<file path="src/tsfs_pkg.sv">
package tsfs_pkg;

    // Default shape of one read group
    localparam int SAMPLES_PER_READ_DEF = 5;
    localparam int TRIM_COUNT_DEF       = 1;

    // Field widths
    localparam int SAMPLE_W = 12;
    localparam int COORD_W  = 16;
    localparam int GAIN_W   = 16;
    localparam int CFG_W    = 16;
    localparam int CFG_IDX_W = 3;

    // Calibration: Q2.14 gain
    localparam int Q_FRAC = 14;

    // Configuration register indexes
    typedef enum logic [CFG_IDX_W-1:0] {
        CFG_RAW_MODE    = 3'd0,
        CFG_X_GAIN      = 3'd1,
        CFG_X_OFFSET    = 3'd2,
        CFG_Y_GAIN      = 3'd3,
        CFG_Y_OFFSET    = 3'd4,
        CFG_AGREE_RANGE = 3'd5
    } t_cfg_idx;

    // Group within a scan: X, Y, X, Y
    typedef enum logic [1:0] {
        GRP_X1 = 2'd0,
        GRP_Y1 = 2'd1,
        GRP_X2 = 2'd2,
        GRP_Y2 = 2'd3
    } t_grp;

    // What one sort cell shows its right-hand neighbour
    typedef struct packed {
        logic [SAMPLE_W-1:0] val;
        logic                keep;
        logic                vld;
    } t_link;

    // Per-request control travelling down the pipeline
    typedef struct packed {
        logic vld;
        logic pen;
        logic clr;
        logic grp_end;
        logic scan_end;
        t_grp grp;
    } t_ctrl;

endpackage

</file>
<file path="src/tsfs_cell.sv">
module tsfs_cell import tsfs_pkg::*; (
    input  logic                i_clk,
    input  logic                i_rst_n,
    input  logic                i_en,
    input  logic                i_first,
    input  logic [SAMPLE_W-1:0] i_sample,
    input  t_link               i_left,
    output t_link               o_link
);

    logic [SAMPLE_W-1:0] r_val;
    logic                r_vld;
    logic [SAMPLE_W-1:0] n_val;
    logic                n_vld;
    logic                w_vld;
    logic                w_keep;

    // A new group starts with every cell empty
    assign w_vld  = r_vld && !i_first;
    assign w_keep = w_vld && (r_val <= i_sample);

    // Insertion: keep own value, take the new sample, or shift in from the left
    always_comb begin
        if (w_keep) begin
            n_val = r_val;
        end else if (i_left.keep) begin
            n_val = i_sample;
        end else begin
            n_val = i_left.val;
        end
        n_vld = w_vld || i_left.vld;
    end

    always_ff @(posedge i_clk) begin
        if (!i_rst_n) begin
            r_vld <= 1'b0;
        end else if (i_en) begin
            r_vld <= n_vld;
        end
    end

    always_ff @(posedge i_clk) begin
        if (i_en) begin
            r_val <= n_val;
        end
    end

    assign o_link = '{val: r_val, keep: w_keep, vld: w_vld};

endmodule

</file>
<file path="src/tsfs_mean.sv">
module tsfs_mean import tsfs_pkg::*; #(
    parameter int SAMPLES_PER_READ = SAMPLES_PER_READ_DEF,
    parameter int TRIM_COUNT       = TRIM_COUNT_DEF
) (
    input  logic                i_clk,
    input  logic                i_en,
    input  logic [SAMPLE_W-1:0] i_vals [SAMPLES_PER_READ],
    output logic [SAMPLE_W-1:0] o_mean
);

    // Trim is limited so at least one value survives
    localparam int EFF_TRIM = (2 * TRIM_COUNT < SAMPLES_PER_READ) ?
                              TRIM_COUNT : (SAMPLES_PER_READ - 1) / 2;
    localparam int KEEP     = SAMPLES_PER_READ - 2 * EFF_TRIM;
    localparam int SUM_W    = SAMPLE_W + $clog2(KEEP);
    localparam int DIV_SH   = SUM_W;
    localparam int RECIP    = (2 ** DIV_SH) / KEEP;
    localparam int PROD_W   = SUM_W + DIV_SH + 1;

    logic [SUM_W-1:0]    w_sum;
    logic [SUM_W-1:0]    r_sum;
    logic [SUM_W-1:0]    r_sum2;
    logic [PROD_W-1:0]   w_prod;
    logic [SAMPLE_W-1:0] r_q0;
    logic [SUM_W-1:0]    w_back;
    logic [SUM_W-1:0]    w_rem;
    logic [SAMPLE_W-1:0] r_mean;

    // Sum of the middle cells of the sorted row
    always_comb begin
        w_sum = '0;
        for (int i = EFF_TRIM; i < SAMPLES_PER_READ - EFF_TRIM; i++) begin
            w_sum = w_sum + SUM_W'(i_vals[i]);
        end
    end

    // Reciprocal estimate: low by at most one
    assign w_prod = PROD_W'(r_sum) * PROD_W'(RECIP);

    // Correction step
    assign w_back = SUM_W'(r_q0) * SUM_W'(KEEP);
    assign w_rem  = r_sum2 - w_back;

    always_ff @(posedge i_clk) begin
        if (i_en) begin
            r_sum  <= w_sum;
            r_sum2 <= r_sum;
            r_q0   <= w_prod[DIV_SH +: SAMPLE_W];
            r_mean <= (w_rem >= SUM_W'(KEEP)) ? r_q0 + 1'b1 : r_q0;
        end
    end

    assign o_mean = r_mean;

endmodule

</file>
<file path="src/tsfs_cal.sv">
module tsfs_cal import tsfs_pkg::*; (
    input  logic                     i_clk,
    input  logic                     i_en,
    input  logic [SAMPLE_W-1:0]      i_coord,
    input  logic signed [GAIN_W-1:0] i_gain,
    input  logic signed [GAIN_W-1:0] i_offset,
    output logic [COORD_W-1:0]       o_pos
);

    localparam int MUL_W = GAIN_W + SAMPLE_W + 1;
    localparam int ACC_W = GAIN_W + Q_FRAC + 1;
    localparam int Q_W   = ACC_W - Q_FRAC;

    logic signed [MUL_W-1:0] w_prod;
    logic signed [MUL_W-1:0] r_prod;
    logic signed [ACC_W-1:0] w_acc;
    logic signed [Q_W-1:0]   w_q;
    logic [COORD_W-1:0]      r_pos;

    // gain * coord
    assign w_prod = i_gain * $signed({1'b0, i_coord});

    // add offset in Q2.14, floor by arithmetic shift
    assign w_acc = $signed({{(ACC_W - MUL_W){r_prod[MUL_W-1]}}, r_prod})
                 + $signed({i_offset[GAIN_W-1], i_offset, {Q_FRAC{1'b0}}});
    assign w_q   = w_acc[ACC_W-1:Q_FRAC];

    always_ff @(posedge i_clk) begin
        if (i_en) begin
            r_prod <= w_prod;
            // negative clamps to zero; the top end cannot exceed 16 bits
            r_pos  <= w_q[Q_W-1] ? '0 : w_q[COORD_W-1:0];
        end
    end

    assign o_pos = r_pos;

endmodule

</file>
<file path="src/touch_sample_filter_scan_core.sv">
// Touch scan filter with trimmed-mean reads and pen tracking.
// Input channel: one request per touch ADC sample (i_pen_down, i_sample,
// i_clear_caught), taken when i_in_valid is high and o_in_stall is low.
// Output channel: o_out_valid with the coordinate fields, taken when
// i_out_stall is low. A pen-up request always yields a result; a pen-down
// request yields one only when it completes a scan of four sample groups.
// Samples are inserted into a row of sort cells as they arrive, so a group is
// sorted on its last sample; the trimmed mean, read agreement, Q2.14
// calibration and pen tracking follow in registered stages.
// Throughput: one request per cycle while no result waits on a stalled output.
// A request reaches o_out_valid through eight register stages: sort cells (1),
// mean divider (3), agreement check (1), calibration multiply and clamp (2) and
// tracker (1).
// When the output is stalled with a result waiting, the whole pipeline holds
// and o_in_stall rises; with no result waiting the pipeline keeps moving.
// Reset (synchronous, i_rst_n low) clears the scan position, coordinates,
// press point and flags and loads the register defaults; no clearing pass.
// The configuration port writes one register per cycle with i_cfg_we.
module touch_sample_filter_scan_core import tsfs_pkg::*; #(
    parameter int SAMPLES_PER_READ = SAMPLES_PER_READ_DEF,
    parameter int TRIM_COUNT       = TRIM_COUNT_DEF
) (
    input  logic                 i_clk,
    input  logic                 i_rst_n,
    input  logic                 i_cfg_we,
    input  logic [CFG_IDX_W-1:0] i_cfg_idx,
    input  logic [CFG_W-1:0]     i_cfg_data,
    input  logic                 i_in_valid,
    output logic                 o_in_stall,
    input  logic                 i_pen_down,
    input  logic [SAMPLE_W-1:0]  i_sample,
    input  logic                 i_clear_caught,
    output logic                 o_out_valid,
    input  logic                 i_out_stall,
    output logic [COORD_W-1:0]   o_x_pos,
    output logic [COORD_W-1:0]   o_y_pos,
    output logic [COORD_W-1:0]   o_start_x,
    output logic [COORD_W-1:0]   o_start_y,
    output logic                 o_pressed,
    output logic                 o_caught_flag,
    output logic                 o_reading_ok
);

    localparam int POS_W   = $clog2(SAMPLES_PER_READ);
    localparam int C_DEPTH = 7;
    localparam int C_MEAN  = 4;

    // Configuration registers
    logic                     r_raw_mode;
    logic signed [GAIN_W-1:0] r_x_gain;
    logic signed [GAIN_W-1:0] r_x_offset;
    logic signed [GAIN_W-1:0] r_y_gain;
    logic signed [GAIN_W-1:0] r_y_offset;
    logic [SAMPLE_W-1:0]      r_agree_range;

    always_ff @(posedge i_clk) begin
        if (!i_rst_n) begin
            r_raw_mode    <= 1'b0;
            r_x_gain      <= GAIN_W'(1 << Q_FRAC);
            r_x_offset    <= '0;
            r_y_gain      <= GAIN_W'(1 << Q_FRAC);
            r_y_offset    <= '0;
            r_agree_range <= SAMPLE_W'(50);
        end else if (i_cfg_we) begin
            unique case (t_cfg_idx'(i_cfg_idx))
                CFG_RAW_MODE:    r_raw_mode    <= i_cfg_data[0];
                CFG_X_GAIN:      r_x_gain      <= i_cfg_data;
                CFG_X_OFFSET:    r_x_offset    <= i_cfg_data;
                CFG_Y_GAIN:      r_y_gain      <= i_cfg_data;
                CFG_Y_OFFSET:    r_y_offset    <= i_cfg_data;
                CFG_AGREE_RANGE: r_agree_range <= i_cfg_data[SAMPLE_W-1:0];
                default: ;
            endcase
        end
    end

    // Global advance: hold everything while a result waits on a stalled output
    logic r_out_vld;
    logic w_adv;
    logic w_acc;

    assign w_adv      = !(r_out_vld && i_out_stall);
    assign o_in_stall = !w_adv;
    assign w_acc      = i_in_valid && w_adv;

    // Scan position: sample within the group, and group within the scan
    logic [POS_W-1:0] r_pos;
    t_grp             r_grp;
    logic             w_last;
    t_grp             w_grp_next;

    assign w_last = (r_pos == POS_W'(SAMPLES_PER_READ - 1));

    always_comb begin
        unique case (r_grp)
            GRP_X1:  w_grp_next = GRP_Y1;
            GRP_Y1:  w_grp_next = GRP_X2;
            GRP_X2:  w_grp_next = GRP_Y2;
            GRP_Y2:  w_grp_next = GRP_X1;
            default: w_grp_next = GRP_X1;
        endcase
    end

    always_ff @(posedge i_clk) begin
        if (!i_rst_n) begin
            r_pos <= '0;
            r_grp <= GRP_X1;
        end else if (w_acc) begin
            if (!i_pen_down) begin
                r_pos <= '0;
                r_grp <= GRP_X1;
            end else if (w_last) begin
                r_pos <= '0;
                r_grp <= w_grp_next;
            end else begin
                r_pos <= POS_W'(r_pos + 1'b1);
            end
        end
    end

    // Row of insertion-sort cells
    t_link               w_link [SAMPLES_PER_READ+1];
    logic [SAMPLE_W-1:0] w_vals [SAMPLES_PER_READ];
    logic                w_ins;
    logic                w_first;

    assign w_ins     = w_acc && i_pen_down;
    assign w_first   = (r_pos == '0);
    assign w_link[0] = '{val: '0, keep: 1'b1, vld: 1'b1};

    genvar g;
    generate
        for (g = 0; g < SAMPLES_PER_READ; g++) begin : g_cell
            tsfs_cell u_cell (
                .i_clk    (i_clk),
                .i_rst_n  (i_rst_n),
                .i_en     (w_ins),
                .i_first  (w_first),
                .i_sample (i_sample),
                .i_left   (w_link[g]),
                .o_link   (w_link[g+1])
            );
            assign w_vals[g] = w_link[g+1].val;
        end
    endgenerate

    // Control shift line alongside the data stages
    t_ctrl r_ctrl [1:C_DEPTH];
    t_ctrl w_ctrl_in;

    assign w_ctrl_in = '{vld:      w_acc,
                         pen:      i_pen_down,
                         clr:      i_clear_caught,
                         grp_end:  i_pen_down && w_last,
                         scan_end: i_pen_down && w_last && (r_grp == GRP_Y2),
                         grp:      r_grp};

    always_ff @(posedge i_clk) begin
        if (!i_rst_n) begin
            for (int k = 1; k <= C_DEPTH; k++) begin
                r_ctrl[k] <= '0;
            end
        end else if (w_adv) begin
            r_ctrl[1] <= w_ctrl_in;
            for (int k = 2; k <= C_DEPTH; k++) begin
                r_ctrl[k] <= r_ctrl[k-1];
            end
        end
    end

    // Trimmed mean of the sorted group
    logic [SAMPLE_W-1:0] w_mean;

    tsfs_mean #(
        .SAMPLES_PER_READ (SAMPLES_PER_READ),
        .TRIM_COUNT       (TRIM_COUNT)
    ) u_mean (
        .i_clk  (i_clk),
        .i_en   (w_adv),
        .i_vals (w_vals),
        .o_mean (w_mean)
    );

    // Group means of the scan, and the agreement check on the last group
    logic [SAMPLE_W-1:0] r_x_first;
    logic [SAMPLE_W-1:0] r_y_first;
    logic [SAMPLE_W-1:0] r_x_second;
    logic [SAMPLE_W-1:0] w_dx;
    logic [SAMPLE_W-1:0] w_dy;
    logic [SAMPLE_W:0]   w_sx;
    logic [SAMPLE_W:0]   w_sy;
    logic                w_grp_wr;

    assign w_grp_wr = r_ctrl[C_MEAN].vld && r_ctrl[C_MEAN].grp_end;
    assign w_dx = (r_x_first > r_x_second) ? r_x_first - r_x_second
                                           : r_x_second - r_x_first;
    assign w_dy = (r_y_first > w_mean) ? r_y_first - w_mean : w_mean - r_y_first;
    assign w_sx = {1'b0, r_x_first} + {1'b0, r_x_second};
    assign w_sy = {1'b0, r_y_first} + {1'b0, w_mean};

    logic                r_ok5, r_ok6, r_ok7;
    logic [SAMPLE_W-1:0] r_mx5, r_mx6, r_mx7;
    logic [SAMPLE_W-1:0] r_my5, r_my6, r_my7;

    always_ff @(posedge i_clk) begin
        if (w_adv) begin
            if (w_grp_wr) begin
                unique case (r_ctrl[C_MEAN].grp)
                    GRP_X1:  r_x_first  <= w_mean;
                    GRP_Y1:  r_y_first  <= w_mean;
                    GRP_X2:  r_x_second <= w_mean;
                    default: ;
                endcase
            end
            r_ok5 <= (w_dx < r_agree_range) && (w_dy < r_agree_range);
            r_mx5 <= w_sx[SAMPLE_W:1];
            r_my5 <= w_sy[SAMPLE_W:1];
            r_ok6 <= r_ok5;
            r_mx6 <= r_mx5;
            r_my6 <= r_my5;
            r_ok7 <= r_ok6;
            r_mx7 <= r_mx6;
            r_my7 <= r_my6;
        end
    end

    // Calibration, one unit per axis
    logic [COORD_W-1:0] w_cal_x;
    logic [COORD_W-1:0] w_cal_y;

    tsfs_cal u_cal_x (
        .i_clk    (i_clk),
        .i_en     (w_adv),
        .i_coord  (r_mx5),
        .i_gain   (r_x_gain),
        .i_offset (r_x_offset),
        .o_pos    (w_cal_x)
    );

    tsfs_cal u_cal_y (
        .i_clk    (i_clk),
        .i_en     (w_adv),
        .i_coord  (r_my5),
        .i_gain   (r_y_gain),
        .i_offset (r_y_offset),
        .o_pos    (w_cal_y)
    );

    // Pen tracker
    logic [COORD_W-1:0] r_cur_x, r_cur_y, r_press_x, r_press_y;
    logic               r_down, r_catch, r_out_ok;
    logic [COORD_W-1:0] n_cur_x, n_cur_y, n_press_x, n_press_y;
    logic               n_down, n_catch, n_out_ok, n_out_vld;
    t_ctrl              w_c7;

    assign w_c7 = r_ctrl[C_DEPTH];

    always_comb begin
        n_cur_x   = r_cur_x;
        n_cur_y   = r_cur_y;
        n_press_x = r_press_x;
        n_press_y = r_press_y;
        n_down    = r_down;
        n_catch   = r_catch;
        n_out_ok  = w_c7.vld && w_c7.pen && w_c7.scan_end && r_ok7;
        n_out_vld = w_c7.vld && (!w_c7.pen || w_c7.scan_end);
        if (w_c7.vld) begin
            if (w_c7.clr) begin
                n_catch = 1'b0;
            end
            if (w_c7.pen) begin
                if (w_c7.scan_end) begin
                    // failed reads keep the old coordinates
                    if (r_ok7) begin
                        n_cur_x = r_raw_mode ? COORD_W'(r_mx7) : w_cal_x;
                        n_cur_y = r_raw_mode ? COORD_W'(r_my7) : w_cal_y;
                    end
                    if (!r_down) begin
                        n_down    = 1'b1;
                        n_catch   = 1'b1;
                        n_press_x = n_cur_x;
                        n_press_y = n_cur_y;
                    end
                end
            end else if (r_down) begin
                n_down = 1'b0;
            end else begin
                // idle and released
                n_press_x = '0;
                n_press_y = '0;
                n_cur_x   = '1;
                n_cur_y   = '1;
            end
        end
    end

    always_ff @(posedge i_clk) begin
        if (!i_rst_n) begin
            r_cur_x   <= '0;
            r_cur_y   <= '0;
            r_press_x <= '0;
            r_press_y <= '0;
            r_down    <= 1'b0;
            r_catch   <= 1'b0;
            r_out_ok  <= 1'b0;
            r_out_vld <= 1'b0;
        end else if (w_adv) begin
            r_cur_x   <= n_cur_x;
            r_cur_y   <= n_cur_y;
            r_press_x <= n_press_x;
            r_press_y <= n_press_y;
            r_down    <= n_down;
            r_catch   <= n_catch;
            r_out_ok  <= n_out_ok;
            r_out_vld <= n_out_vld;
        end
    end

    // Tracker state only moves when the output is free, so it doubles as the result
    assign o_out_valid   = r_out_vld;
    assign o_x_pos       = r_cur_x;
    assign o_y_pos       = r_cur_y;
    assign o_start_x     = r_press_x;
    assign o_start_y     = r_press_y;
    assign o_pressed     = r_down;
    assign o_caught_flag = r_catch;
    assign o_reading_ok  = r_out_ok;

endmodule

</file>
<file path="config.mk">
export PLATFORM = sky130hd
export DESIGN_NAME = touch_sample_filter_scan_core
export DESIGN_NICKNAME = d
export VERILOG_FILES = /design/src/tsfs_pkg.sv /design/src/tsfs_cell.sv /design/src/tsfs_mean.sv /design/src/tsfs_cal.sv /design/src/touch_sample_filter_scan_core.sv
export SDC_FILE = /design/constraint.sdc
export NUM_CORES = 2
export LEC_CHECK = 0
export ABC_AREA = 1
export BUFFER_PORTS_ARGS = -buffer_cell sky130_fd_sc_hd__buf_2
export CAP_MARGIN = 20
export CORE_MARGIN = 3
export CORE_UTILIZATION = 49
export DETAILED_ROUTE_END_ITERATION = 12
export HOLD_SLACK_MARGIN = 0.05
export PLACE_DENSITY = 0.66
export RECOVER_POWER = 25
export SYNTH_ARGS = -nofsm -noshare
export SYNTH_HDL_FRONTEND = slang
export SYNTH_SLANG_ARGS = --single-unit
</file>
<file path="constraint.sdc">
create_clock -name i_clk -period 4.66 [get_ports i_clk]
set_input_delay 0.233 -clock i_clk [delete_from_list [all_inputs] [get_ports i_clk]]
set_output_delay 0.233 -clock i_clk [all_outputs]
set_load 0.01 [all_outputs]
</file>
# Word level (Yosys, flattened, before mapping)

Memories as Yosys holds them, arrays and structs flattened.
Cells that the tools add are included.
Widths: inputs -> output; s select.

Multiply operators: 4
Multiplexer cells: 44
$add $sub $neg: 13
Reduce and logical (&&, ||, !) cells: 48
Bitwise logic cells: 12
Eq/ne operators: 15
Order comparisons: 9

Operators with widths:

| kind                   | count |
|---|---|
| $mux 16                | 16 |
| $mux 12                | 6 |
| $add 29x30->31         | 2 |
| $mul 16x13->29         | 2 |
| $mux 7                 | 7 |
| $le 12x12->1           | 4 |
| $sub 12x12->12         | 4 |
| $add 12x12->13         | 3 |
| $mul 14x13->26 const B | 1 |
| $gt 12x12->1           | 2 |
| $lt 12x12->1           | 2 |
| $reduce_and 2->1       | 12 |
| $logic_and 1x1->1      | 19 |
| $add 14x12->14         | 1 |
| $ge 14x2->1 const B    | 1 |
| $mul 12x2->14 const B  | 1 |
| $sub 14x14->14         | 1 |
| $add 12x1->12 const B  | 1 |
| $reduce_and 3->1       | 4 |
| $mux 1                 | 10 |
| $eq 3x3->1 const B     | 3 |
| $pmux 2 s4             | 1 |
| $or 1x1->1             | 7 |
| $eq 2x2->1 const B     | 3 |
| 15 further kinds       | 32 |

Output and inout bits: 69
Input bits: 38
RAM bits: 49
Memories: 1
Flip-flop bits (word level): 455
Logic and storage cells: 190

Memories:

| name   | depth | bits a word | read ports | clocked after Yosys merged registers in | wr ports | line                                 | text |
|---|---|---|---|---|---|---|---|
| r_ctrl | 7     | 7           | 7          | 0                                       | 7        | touch_sample_filter_scan_core.sv:148 | `t_ctrl r_ctrl [1:C_DEPTH];` |

# Longest topological paths before layout

Word-level depth: 6
Gate-level depth with buffers: 26
Gate-level depth less buffers: 25

# Cells and area by module

From an unflattened synthesis, not the netlist that was laid out.

Cells, all modules: 5690
Area, all modules: 45940.3 um^2

Modules (own cells, without submodules):

| module                        | seq. area each (um^2) | cells each | area each (um^2) | instances |
|---|---|---|---|---|
| touch_sample_filter_scan_core | 7537.2                | 1859       | 15474.8          | 1 |
| tsfs_cal at u_cal_y           | 930.9                 | 1267       | 9496.6           | 1 |
| tsfs_cal at u_cal_x           | 930.9                 | 1256       | 9474.1           | 1 |
| tsfs_mean                     | 1561.5                | 773        | 6871.6           | 1 |
| tsfs_cell                     | 380.4                 | 107        | 924.6            | 5 |

# Least setup slack after synthesis

Ideal clock, no wire load.

Path kind: flip-flop to flip-flop
Start point: reg r_mx5[3]
End point: reg u_cal_x.r_prod[28] (data pin)
Setup time: 0.252 ns
Stages on the path, launching flop included: 21
Required time: 4.408 ns
Buffers on the path: 2
Slack: -0.398 ns
Clock period less this slack: 5.058 ns
Arrival time: 4.805 ns
Path through: edfxtp_1 clkbuf_1 clkbuf_1 nand2_1 fa_1 fa_1 inv_1 fa_1 fa_1 inv_1 fa_1 inv_1 ha_1 a21oi_1 o21ai_0 a21oi_1 o21ai_0 a31oi_1 nand2_1 nand2_1 nand2_1

Longest elaborated chain between the ends: 1

Ends and longest elaborated chain:

| item                     | line                                 | text |
|---|---|---|
| start: declaration       | touch_sample_filter_scan_core.sv:202 | `logic [SAMPLE_W-1:0] r_mx5, r_mx6, r_mx7;` |
| start signal: assignment | touch_sample_filter_scan_core.sv:216 | `r_mx5 <= w_sx[SAMPLE_W:1];` |
| $mul 16x13->29           | tsfs_cal.sv:21                       | `assign w_prod = i_gain * $signed({1'b0, i_coord});` |
| via u_cal_x.w_prod[28]   | tsfs_cal.sv:14                       | `logic signed [MUL_W-1:0] w_prod;` |
| end signal: assignment   | tsfs_cal.sv:30                       | `r_prod <= w_prod;` |
| end: declaration         | tsfs_cal.sv:15                       | `logic signed [MUL_W-1:0] r_prod;` |

The timed path passes the listed nets, and every way through them passes these cells.
A chain may end at the register's enable or synchronous reset.

# Worst setup path after layout

Start point: reg r_my5[2]
End point: reg u_cal_y.r_prod[19] (data pin)

Longest elaborated chain between the ends: 1

Ends and longest elaborated chain:

| item                     | line                                 | text |
|---|---|---|
| start: declaration       | touch_sample_filter_scan_core.sv:203 | `logic [SAMPLE_W-1:0] r_my5, r_my6, r_my7;` |
| start signal: assignment | touch_sample_filter_scan_core.sv:217 | `r_my5 <= w_sy[SAMPLE_W:1];` |
| $mul 16x13->29           | tsfs_cal.sv:21                       |  |
| via u_cal_y.w_prod[19]   | tsfs_cal.sv:14                       |  |
| end signal: assignment   | tsfs_cal.sv:30                       |  |
| end: declaration         | tsfs_cal.sv:15                       |  |

The timed path passes the listed nets, and every way through them passes these cells.

==> results.txt <==
CTS sink count - 467
Via Count - 34600
Element type at the critical path end - flip-flop
Nets - 6414
Ranking of synthesized cells by area - edfxtp_1 (22%), fa_1 (20%), ha_1 (12%), inv_1 (9.9%), nand2_1 (9.3%)
Slew @ Worst Pin - 1.05 ns
Layout cell share with drive strength beyond 1 - 0.137
Post-synthesis compound-gate area fraction - 0.0866
Number of remaining DRC errors - 0
Vias in the first global route - 34700
Slew Limit Fails - 0
Die X - 304 um
Final hold vios - 0
Most common cell after layout, fill and taps aside - inv_1
Most frequent cells in the layout - inv_1 (1098), nand2_1 (1022), fa_1 (411), ha_1 (375), nor2_1 (365)
Number of flops mapped to enable cells by yosys - 313
Max-Cap Viols - 0
Dominant cell type by area after synthesis - edfxtp_1
Hold path startpoint - i_cfg_idx[0]
Outcome - finished, violations left
Final Critical Period - 4.97 ns
Number of flip-flops in the largest register - 48
Netlist Area Pre-Place - 43400 um^2
H-tree levels - 2
Worst Setup SP - r_my5[2]
Largest net degree at the start of global routing - 73
Worst skew pair latency - 0.64 ns
Cells after Synth - 5214
Final WS setup - -0.310 ns
Top Registers - g_cell.u_cell.r_val (48), r_ctrl (40)
Crit path DAT - 5.34 ns
Seq/Total Area, Yosys - 0.288
Core area - 87300 um^2
Reg2Reg Setup Slack - -0.31 ns
Violated checks - setup timing
Synthesized net count - 6096
Clk slew on worst S/H paths - 0.06 ns
XOR/XNOR Fraction of Synth Area - 0.0288
Fmax - 201 MHz
Routed vias/inst - 5.14
Final cell count without fillers - 6735
Critical path peak fanout - 5
DPL Wire Length - 86400 um
Post-synth ARST share - 0
Drt pass-1 iters - 7
Avg Cell Area, Syn - 8.33 um^2
Number of buffers created by CTS - 53
Routed WL per cell - 16.4 um
Worst Path Required - 5.03 ns
Leakage - 0.0259 uW
Starting Density - 0.497
DIE AREA - 92200 um^2
Final setup fails - 30
RSZ-0062 raised after global routing - yes
GRT Total Usage - 0.238
Total gr overflow - 0
Row count - 108
Bufs on Longest Clock Path - 3
DR iter-0 viols - 2592
Clock skew - 0.0386 ns
Die Height - 304 um
Ports - 107
Largest family of logic cells by synthesized area - adder cells
Period utilisation layout - 1.07
Initial antenna violation count - 1
First-pass GRT wire length - 180000 um
Reg2reg start - r_my5[2]
Min-delay worst type - in -> reg
Yosys top cell area share - 0.217
Mux cell area share after synthesis - 0
Ys Warns - 0
Routability cong. - 0.926
CTS tree - yes
Clk Tree Root Cell - clkbuf_16
Post-synthesis adder-cell area fraction - 0.316
Port Buf Inserts - 106
Area growth syn-to-layout - 17.3%
Crit Path Class - reg -> reg
Pwr dens - 791 nW/um^2
Routed Antenna Nets - 0
Worst vdd ir - 4090 uV
Synth cell types - 53
Cells after DPL - 6559
Slew margin rel. - 0.299
Top reg by flops - g_cell.u_cell.r_val
Crit start category - flip-flop
Top_reg_cell synth - edfxtp_1
Wirelength, routed - 110000 um
Number of synthesized register bits - 467
Worst hold margin - 0.184 ns
Simple-Gate Fraction of Synth Area - 0.164
[layout make-up]
cell class,count,area (um^2)
inverters,1161,4370
flip-flops and latches,467,12500
clock inverters,34,437
diodes,3,7.51
well taps,1155,1450
fillers,7789,36400
repair buffers,427,3310
clock buffers,66,1460
multi-input cells,3422,27400
[critical path, stage by stage, from the launching register on]
cell      delay (ns)
edfxtp_1        0.47
buf_6           0.18
nand2_4         0.05
inv_2           0.03
fa_1            0.55
inv_2           0.04
fa_1            0.51
inv_2           0.04
fa_1            0.48
inv_2           0.04
fa_1            0.51
inv_2           0.04
fa_1            0.55
ha_4            0.23
a21o_1          0.21
a21oi_2         0.17
o21ai_4         0.09
nand2_1         0.08
nand2_2         0.12
nand3_1         0.09
nand2_1         0.06
xor2_1          0.17
[through the flow]
stage               worst slack, ns  setup TNS, ns  cell area [um^2]  utilization  power [uW]
floorplan                   -0.0883         -0.149             44000            -       24500
global placement             -0.318          -5.83             47200        0.540       31500
detailed placement           -0.407          -7.67             47200        0.540       31800
CTS                          -0.220          -3.55             50000        0.573       37000
global route                 -0.455         -10.89             50900        0.583       44000
finish                       -0.310          -5.40             50900        0.583       40200
[power breakdown]
group          switching, uW  total, uW  internal, uW
sequential               552       6580          6030
clock                   1890       4550          2650
combinational          17500      29100         11600
[per-layer routing]
metal	vias up	track usage	routed length [um]	part of all wire
met4	0	0.0692	3220	0.029
met2	884	0.411	53400	0.49
met3	187	0.0284	5190	0.047
li1	16900	-	-	-
met5	-	0	0	0
met1	16600	0.314	48300	0.44
[cell usage after synthesis, drive strengths merged, types with 2 or more instances]
cell type,instances
a211oi,24
a21boi,5
a21o,25
a21oi,287
a221oi,3
a31o,2
a31oi,27
and3,2
buf,46
clkbuf,118
clkinv,6
dfxtp,154
edfxtp,313
fa,423
ha,421
inv,1155
nand2,1089
nand3,140
nand3b,4
nand4,41
nor2,389
nor3,73
nor4,8
o2111ai,7
o211ai,14
o21a,12
o21ai,246
o21bai,17
o22ai,9
or2,6
xnor2,36
xor2,107
[final timing paths]
check	endpoint	depth (start not counted)
worst max register to register	u_cal_y.r_prod[19]	21
worst max-delay path	u_cal_y.r_prod[19]	21
worst min register to register	r_mx7[10]	0
worst min-delay path	r_x_offset[7]	5
[cells by family after synthesis]
group,after synthesis
simple gates,1754
xor+xnor,143
compound gates,681
buf+inv,1325
flops,467
fa+ha+maj,844
[repair_timing]
action / CTS / global route
hold buffers: 36 / 0
resized for setup: 122 / 221
pin swaps: 17 / 116
cloned: 1 / 2
setup endpoints to repair: 30 / 40
setup buffers: 14 / 20
endpoints found under the hold margin: 77 / 0
(Power assumes the default switching activity.)
